<file path="src/hdl/nre_pkg.sv">
package nre_pkg;

  localparam int MAX_ATOMS       = 64;
  localparam int COORD_FRAC_BITS = 16;

  localparam int IDX_W  = $clog2(MAX_ATOMS);
  localparam int CNT_W  = $clog2(MAX_ATOMS + 1);
  localparam int Z_W    = 7;
  localparam int C_W    = 32;
  localparam int D_W    = C_W + 1;
  localparam int SQ_W   = 2 * D_W;
  localparam int ROOT_W = SQ_W / 2;
  localparam int REM_W  = ROOT_W + 3;
  localparam int NUM_W  = 2 * Z_W + 16 + COORD_FRAC_BITS;
  localparam int E_W    = 48;
  localparam int TOT_W  = 7;

  localparam int SQ_STEPS   = 4;
  localparam int SQRT_STEPS = SQ_W / 2;
  localparam int DIV_STEPS  = NUM_W;
  localparam int ITER_W     = $clog2(NUM_W + 1);

  localparam logic [E_W-1:0] E_MAX = '1;

  localparam int ST_COIN = 0;
  localparam int ST_SAT  = 1;

  typedef struct packed {
    logic [Z_W-1:0]        atom_charge;
    logic signed [C_W-1:0] pos_x;
    logic signed [C_W-1:0] pos_y;
    logic signed [C_W-1:0] pos_z;
    logic                  last_atom;
  } atom_t;

  typedef struct packed {
    logic [E_W-1:0]   energy;
    logic [1:0]       status;
    logic [TOT_W-1:0] atom_total;
  } result_t;

  typedef struct packed {
    logic [Z_W-1:0] charge;
    logic [C_W-1:0] x;
    logic [C_W-1:0] y;
    logic [C_W-1:0] z;
  } atom_rec_t;

  typedef struct packed {
    logic store;
    logic start;
    logic rd_i;
    logic lat_i;
    logic rd_j;
    logic diff;
    logic sq;
    logic chk;
    logic sqrt;
    logic div_init;
    logic div;
    logic acc;
    logic next;
    logic finish;
  } cmd_t;

  typedef struct packed {
    logic few;
    logic zero;
    logic sq_last;
    logic sqrt_last;
    logic div_last;
    logic last_j;
    logic last_i;
    logic out_busy;
  } stat_t;

endpackage

</file>
<file path="src/hdl/nre_ctrl.sv">
module nre_ctrl (
  input  logic          clk,
  input  logic          rst,
  input  logic          atom_go,
  input  logic          atom_last,
  input  nre_pkg::stat_t st,
  output nre_pkg::cmd_t  cmd,
  output logic          idle
);

  typedef enum logic [13:0] {
    S_IDLE  = 14'h0001,
    S_START = 14'h0002,
    S_RDI   = 14'h0004,
    S_LATI  = 14'h0008,
    S_RDJ   = 14'h0010,
    S_DIFF  = 14'h0020,
    S_SQ    = 14'h0040,
    S_CHK   = 14'h0080,
    S_SQRT  = 14'h0100,
    S_DIVI  = 14'h0200,
    S_DIV   = 14'h0400,
    S_ACC   = 14'h0800,
    S_NEXT  = 14'h1000,
    S_DONE  = 14'h2000
  } state_t;

  state_t state, state_next;

  always_ff @(posedge clk) begin
    if (rst) begin
      state <= S_IDLE;
    end else begin
      state <= state_next;
    end
  end

  assign idle = (state == S_IDLE);

  always_comb begin
    cmd        = '0;
    state_next = state;
    case (state)
      S_IDLE: begin
        cmd.store = atom_go;
        if (atom_go && atom_last) state_next = S_START;
      end
      S_START: begin
        cmd.start  = 1'b1;
        state_next = st.few ? S_DONE : S_RDI;
      end
      S_RDI: begin
        cmd.rd_i   = 1'b1;
        state_next = S_LATI;
      end
      S_LATI: begin
        cmd.lat_i  = 1'b1;
        state_next = S_RDJ;
      end
      S_RDJ: begin
        cmd.rd_j   = 1'b1;
        state_next = S_DIFF;
      end
      S_DIFF: begin
        cmd.diff   = 1'b1;
        state_next = S_SQ;
      end
      S_SQ: begin
        cmd.sq = 1'b1;
        if (st.sq_last) state_next = S_CHK;
      end
      S_CHK: begin
        cmd.chk    = 1'b1;
        state_next = st.zero ? S_NEXT : S_SQRT;
      end
      S_SQRT: begin
        cmd.sqrt = 1'b1;
        if (st.sqrt_last) state_next = S_DIVI;
      end
      S_DIVI: begin
        cmd.div_init = 1'b1;
        state_next   = S_DIV;
      end
      S_DIV: begin
        cmd.div = 1'b1;
        if (st.div_last) state_next = S_ACC;
      end
      S_ACC: begin
        cmd.acc    = 1'b1;
        state_next = S_NEXT;
      end
      S_NEXT: begin
        cmd.next = 1'b1;
        if (!st.last_j) begin
          state_next = S_RDJ;
        end else if (st.last_i) begin
          state_next = S_DONE;
        end else begin
          state_next = S_RDI;
        end
      end
      S_DONE: begin
        if (!st.out_busy) begin
          cmd.finish = 1'b1;
          state_next = S_IDLE;
        end
      end
      default: state_next = S_IDLE;
    endcase
  end

endmodule

</file>
<file path="config.mk">
export PLATFORM = sky130hd
export DESIGN_NAME = nre_ctrl
export DESIGN_NICKNAME = d
export VERILOG_FILES = /design/src/hdl/nre_pkg.sv /design/src/hdl/nre_ctrl.sv
export SDC_FILE = /design/constraint.sdc
export NUM_CORES = 1
export LEC_CHECK = 0
export BUFFER_PORTS_ARGS = -buffer_cell sky130_fd_sc_hd__buf_2
export CAP_MARGIN = 0
export CORE_AREA = 4 4 57 49
export CTS_CLUSTER_SIZE = 24
export DETAILED_ROUTE_END_ITERATION = 12
export DIE_AREA = 0 0 61 53
export MAX_ROUTING_LAYER = met4
export PLACE_DENSITY = 0.7
export RECOVER_POWER = 100
export REMOVE_ABC_BUFFERS = 1
export SKIP_CTS_REPAIR_TIMING = 1
export SLEW_MARGIN = 20
export SYNTH_ARGS = -nofsm -noshare
export SYNTH_HDL_FRONTEND = slang
export SYNTH_SLANG_ARGS = --single-unit
</file>
<file path="constraint.sdc">
create_clock -name clk -period 2 [get_ports clk]
set_input_delay 0 -clock clk [delete_from_list [all_inputs] [get_ports clk]]
set_output_delay 0 -clock clk [all_outputs]
set_load 0.02 [all_outputs]
</file>
* After elaboration in Yosys (flattened, before gate mapping)
Cells that the tools add are included.
** Word-level totals
- Register bits after elaboration :: 14
- Bits of input ports :: 12
- Output and inout port bits :: 15
- Logic and storage cells :: 47
** Operators by class
- Equal/unequal tests :: 19
- Mux-type cells :: 25
- Reductions and logical operators :: 2
** Operators with widths (count)
- 14-bit case mux with 14 select lines :: 1
- 14-bit two-way mux :: 8
- 1-bit two-way mux :: 15
- 14-bit by 1-bit == test with 1-bit output, second input constant :: 1
- 14-bit by 10-bit == test with 1-bit output, second input constant :: 1
- 14-bit by 11-bit == test with 1-bit output, second input constant :: 1
- 14-bit by 12-bit == test with 1-bit output, second input constant :: 1
- 14-bit by 13-bit == test with 1-bit output, second input constant :: 1
- 14-bit == test, second input constant :: 1
- 14-bit by 2-bit == test with 1-bit output, second input constant :: 1
- 14-bit by 3-bit == test with 1-bit output, second input constant :: 1
- 14-bit by 4-bit == test with 1-bit output, second input constant :: 1
- 14-bit by 5-bit == test with 1-bit output, second input constant :: 1
- 14-bit by 6-bit == test with 1-bit output, second input constant :: 1
- 14-bit by 7-bit == test with 1-bit output, second input constant :: 1
- 14-bit by 8-bit == test with 1-bit output, second input constant :: 1
- 14-bit by 9-bit == test with 1-bit output, second input constant :: 1
- 13-bit two-way mux :: 1
- 2-bit != test, second input constant :: 4
- 5-bit AND reduction :: 1
- 2-bit by 1-bit != test with 1-bit output, second input constant :: 1
- 1-bit logical AND :: 1

* Depth between registers and ports, before layout
Gate-level depths: netlist (run 1).
- Depth in word-level cells :: 3
- Mapped depth :: 7
- Gate-level depth less buffers :: 5

* Worst setup path after synthesis (run 1)
No wires, ideal clock.
- Path kind :: register to register
- From :: reg state[8]
- To :: reg state[6]
- Library setup time :: 0.061 ns
- Arrival time :: 2.201 ns
- Required time :: 1.939 ns
- Path slack :: -0.262 ns
- Stages on the path, launching flop included :: 7
- Buffers on the path :: 1
- Clock period less this slack :: 2.262 ns
- Cell sequence :: dfxtp_1 buf_6 or4_1 nor2_1 nand2_1 nor4_1 o211a_1
** Between the ends
- Word-level cells in the longest chain between the ends :: 3
** RTL lines
- from (decl) :: line nre_ctrl.sv:28 : state_t state, state_next;
- from (signal assigned) :: line nre_ctrl.sv:34 : state <= state_next;
- 14-bit by 1-bit == test with 1-bit output, or another cell as far along :: line nre_ctrl.sv:43 : case (state)
- 2-bit by 1-bit != test with 1-bit output (no line) / 2-bit != test (equally long branches)
- 5-bit AND reduction (no line)
Parallel ways exist; a longest one is shown, timed or not.
A chain may end at the register's enable or synchronous reset.

* Final worst setup path (run 1)
- From :: reg state[0]
- To :: reg state[0]
The elaborated chain is that of the path after synthesis.

==> metrics.cfg, run 1 <==
[outcome]
status=finished with violations
violations=negative hold slack, negative setup slack

[sta]
period_share=1.01
final.setup.tns_ns=-0.0198
max_slew_margin=0.702
setup-violations-final=2
rsz0062_at_grt=true
final-hold-violation-count=1
slew_viol_final=0
setup_ws_ns=-0.0137
skew_ns=0.00558
holdWs_ns=-0.0219
fmax_mhz=497
fin_crit_ns=2.01
tightest_slew_ns=0.443

[synthesis]
postSynthAreaPerCell_um2=8.15
ys_seq_area_frac=0.294
synthCells=117
synth_ff_type=dfxtp_1
synth_edf_count=0
async_reset_ff_frac=0
synth_warnings=0
yosysUniqueCellTypes=39
synth_area_um2=953
synth-seq-cells=14

[floorplan]
die_h_um=53
ios=27
start_util=0.418
core_region_area_mm2=0.00228
std_cell_rows=16
die_area_mm2=0.00323
fp.dieW_um=61

[cts]
cts_sinks=14
clk_pin_slew_ns=0.08
cts-root-buf=clkbuf_4
cts_buffers=3
cts_tree=yes
clk_path_buf_depth=2
htree_levels=1
clk_latency_ns=0.28

[cells_and_area]
utilization=0.674
largest_register_ffs=14
drive_gt1_frac=0.544
area_growth_pct=61.3
stdcell_count=198
reg.largest.list=state (14)
regMostFlops=state
n_fill_cell=197
n_antenna_cell=0
final_nets=185

[placement]
dpl.cell_count=188
port_buffers=26
place_hpwl_mm=2.35
globalplace.congestion=0.914

[pwr]
pwr_density_cell_mw_per_mm2=914
p_leak_nw=0.639
power_mw=1.40
ir_drop_mv=0.856

[global_route]
grt_max_degree=10
overflow=0
track_usage=0.204
grt_pass1_vias=1062
antenna_found_initial=0
grt_pass1_wl_mm=4.66

[worst_setup_path]
crit_type=register to register
cp_max_fo=3
regToRegStartpoint=state[0]
cp-start-kind=register
worstPathRequired_ns=2.15
startpoint=state[0]
crit_arrival_ns=2.17
rrSetupSlack_ns=-0.01
critPathCaptureType=register

[route]
dr.pass1.iters=4
vias=1171
route.detailed.drc=0
drt_iter0_drc=56
detail-route-antenna-nets=0
viasPerCell=5.91
routed_wirelength_mm=3.40
wl_per_cell_um=17.1

[job]
cap_violations=0

[hold_path]
hold_class=input pin to register
min-delay-start=st[6]

area by class of cell:
cell class,count,area (um^2),share of cell area
Multi-Input combinational cell,94,772,0.502
Timing Repair Buffer,56,408,0.265
Sequential cell,14,287,0.186
Tap cell,27,33.8,0.0220
Clock buffer,3,22.5,0.0146
Inverter,4,15.0,0.00976
power breakdown:
| group | total [mW] | internal, mW | switching [mW] |
|---|---|---|---|
| combinational | 0.920 | 0.445 | 0.475 |
| clock | 0.157 | 0.0699 | 0.0875 |
| sequential | 0.328 | 0.309 | 0.0190 |
| total | 1.40 | 0.823 | 0.582 |
per-stage QoR:
| step | setup WS, ns | cell area [um^2] |
|---|---|---|
| after floorplan | -0.244 | 913 |
| after global placement | 0.0181 | 1250 |
| after detailed placement | -0.0291 | 1250 |
| after CTS | -0.281 | 1270 |
| after global routing | -0.116 | 1540 |
| final | -0.0137 | 1540 |
placed cells by master (no fill, tap or decap), types with 2 or more instances in the layout:
master and count:
buf_4 29, buf_2 18, nor2_1 9, dfxtp_1 9, buf_6 8, o21ai_0 7
nor3_1 6, or4_4 5, nand2_1 5, dfxtp_2 5, nor4_4 4, nor3b_1 4
a21oi_1 4, nor4_1 3, nand4_1 3, inv_1 3, nand2b_1 3, clkbuf_4 3
nand3b_1 2, or2_4 2, or2_2 2, nor3_2 2, or3_4 2, xor2_1 2
xnor2_1 2, o22ai_1 2
cell families after synthesis:
family                    Yosys count  synth area share
DFF                                14             0.294
xor gates and xnor gates            4            0.0368
buffers and inverters               9            0.0577
and+or+nand+nor                    66             0.438
AOI/OAI and AO/OA                  24             0.173
per-layer routing:
layer | track usage | routed length (um) | part of all wire
met5 | - | 0 | 0
met1 | 0.255 | 1350 | 0.40
met3 | 0.0341 | 269 | 0.079
met4 | 0.134 | 93 | 0.027
met2 | 0.299 | 1680 | 0.50
Yosys cell counts, types with 4 or more instances:
cell | n | share of area
nor4_1 | 6 | 0.039
nor2_1 | 11 | 0.043
nor3_1 | 8 | 0.042
inv_1 | 4 | 0.016
or4_1 | 4 | 0.031
a21oi_1 | 4 | 0.021
nand2_1 | 6 | 0.024
dfxtp_1 | 14 | 0.29
o21ai_0 | 7 | 0.037
nor3b_1 | 6 | 0.047
or2_2 | 4 | 0.026
worst max-delay path, cell delays in order (launching register included):
cell,delay [ns]
dfxtp_2,0.33
or4_4,0.55
or4_4,0.55
o211ai_2,0.10
buf_4,0.16
or2_2,0.12
o31ai_2,0.08
worst paths after layout:
check               to  cells after the start
max           state[0]                      6
min          state[12]                      3
max reg2reg   state[0]                      6
min reg2reg  state[11]                      2
(Power assumes the default switching activity.)
==> inputs of run 2 (changes only) <==
--- a/config.mk
+++ b/config.mk
@@ -11,9 +11,9 @@
 export CTS_CLUSTER_SIZE = 24
 export DETAILED_ROUTE_END_ITERATION = 12
 export DIE_AREA = 0 0 61 53
+export GPL_ROUTABILITY_DRIVEN = 0
 export MAX_ROUTING_LAYER = met4
 export PLACE_DENSITY = 0.7
-export RECOVER_POWER = 100
 export REMOVE_ABC_BUFFERS = 1
 export SKIP_CTS_REPAIR_TIMING = 1
 export SLEW_MARGIN = 20
==> constraint.sdc (replaced) <==
create_clock -name clk -period 2 [get_ports clk]
set_input_delay 0 -clock clk [delete_from_list [all_inputs] [get_ports clk]]
set_output_delay 0 -clock clk [all_outputs]
set_load 0.05 [all_outputs]
==> run 2 against run 1 <==
Compared with the run above:
- sequential share of layout area shrank 0.72 points
- clock power is essentially flat
- die area is the same
- flip-flop and latch count is the same
- first-iteration DRC count grew 14%
- worst hold slack gained 0.018 ns
- clock skew shrank 0.0037 ns
- critical path depth shrank 1
- the run still ends with negative hold slack, negative setup slack left
==> metrics.cfg, run 2 (synthesis gave the netlist of run 1 again) <==
[global_route]
grt_max_degree=10
antenna_found_initial=0
grt_pass1_wl_mm=4.68
overflow=0
grt_pass1_vias=1056
track_usage=0.199

[floorplan]
core_region_area_mm2=0.00228
start_util=0.418
ios=27
std_cell_rows=16
die_area_mm2=0.00323
fp.dieW_um=61
die_h_um=53

[worst_setup_path]
cpPeakStageDelay_ns=0.55
worstPathCellList=or4_4, or3_4, buf_4, nor3_4, buf_6
crit_type=register to output port
cp-start-kind=register
worst_path_max_delay_cell=or4_4
critPathCaptureType=output port
startpoint=state[4]
regToRegStartpoint=state[4]
cp_max_fo=3
crit_arrival_ns=2.04
ff2ff_path_depth=6
worstPathRequired_ns=2.00

[sta]
final.setup.tns_ns=-0.110
period_share=1.02
max_slew_margin=0.737
setup_ws_ns=-0.0431
holdWs_ns=-0.00352
slew_viol_final=0
tightest_slew_ns=0.391
fin_crit_ns=2.04
skew_ns=0.00187
final-hold-violation-count=1
fmax_mhz=489
rsz0062_at_grt=true
setup-violations-final=5

[cells_and_area]
layout.area.seq_um2=292
largest_register_ffs=14
regMostFlops=state
area_growth_pct=70.7
drive_gt1_frac=0.572
stdcell_count=200
n_fill_cell=158
final_cell_mix=buf_4, buf_6, buf_2
reg.largest.list=state (14)
final_common_cell=buf_4
postLayoutCellArea_mm2=0.00163
n_antenna_cell=0
multiInputGateArea_um2=786
final_nets=187

[cts]
clk_pin_slew_ns=0.07
cts-root-buf=clkbuf_4
clk_path_buf_depth=2
cts_tree=yes
cts_buffers=3
htree_levels=1
clk_latency_ns=0.28
cts_sinks=14

[route]
wl_per_cell_um=17.7
route.detailed.drc=0
vias=1199
detail-route-antenna-nets=0
dr.pass1.iters=4
drt_iter0_drc=64
routed_wirelength_mm=3.53
viasPerCell=6.00

[placement]
dpl.cell_count=190
dpl_cell_area_mm2=0.00126
pre_cts_ws_ns=-0.0166
port_buffers=26
place_hpwl_mm=2.31

[pwr]
ir_drop_mv=1.01
p_sw_frac=0.439
pwr-share-clk=0.103
switchingPower_mw=0.661
pwr_density_cell_mw_per_mm2=925
comb_power_share=0.677
seqPwrFrac=0.220
power_mw=1.51
intPower_mw=0.845
p_leak_nw=0.678

[hold_path]
holdPathStages=3
min-delay-start=st[1]
hold_class=input pin to register

[outcome]
violations=negative hold slack, negative setup slack
status=finished with violations

[job]
cap_violations=0

==> run 2: cell count changes in the layout (fill, tap and decap cells not counted), moves of 2 or more <==
cell      change
clkbuf_4      +2
nor3b_2       +2
buf_4         -5
nor3b_1       -2
buf_2         -5
nor3_4        +2
buf_8         +2
buf_6         +7
nor3_2        -2
dfxtp_1       -2
==> run 2: power groups by stage <==
| stage | sequential (mW) | clock [mW] | combinational, mW |
|---|---|---|---|
| 2_1_floorplan | 0.350 | 0 | 0.429 |
| 3_3_place_gp | 0.328 | 0 | 0.732 |
| 5_1_grt | 0.334 | 0.167 | 1.08 |
| 3_5_place_dp | 0.331 | 0 | 0.744 |
| 6_report | 0.331 | 0.156 | 1.02 |
| 4_1_cts | 0.324 | 0.155 | 0.746 |
==> run 2: layout make-up <==
class | count | area share
clock buffer | 3 | 0.0138
inverter | 4 | 0.00922
multi-input combinational | 94 | 0.483
sequential | 14 | 0.179
tap | 27 | 0.0208
timing repair buffer | 58 | 0.294
==> run 2: per-stage QoR <==
stage / hold slack (ns) / utilization
6_report: -0.00352 / 0.713
5_1_grt: 0.00793 / 0.713
4_1_cts: -0.0373 / 0.564
3_5_place_dp: 0.258 / 0.554
3_3_place_gp: 0.258 / 0.554
2_1_floorplan: 0.0691 / -
==> run 2: metal layers <==
metal  share of wire  GRT usage  vias to the layer above
met1            0.39      0.248                      570
li1                -          -                      559
met3           0.085     0.0293                       10
met5               0          -                        -
met2            0.50      0.320                       60
met4           0.018     0.0794                        0
==> run 2: worst paths after layout <==
kind               endpoint  slack (ns)
setup / recovery     cmd[0]       -0.04
hold / removal     state[2]      -0.004
setup reg to reg  state[13]           0
hold reg to reg   state[11]        0.55
==> run 2: critical path, delay by kind of cell (launching register included) <==
kind	cells	cell delay, ns
flops	1	0.32
buf+inv	2	0.34
simple gates	3	1.11
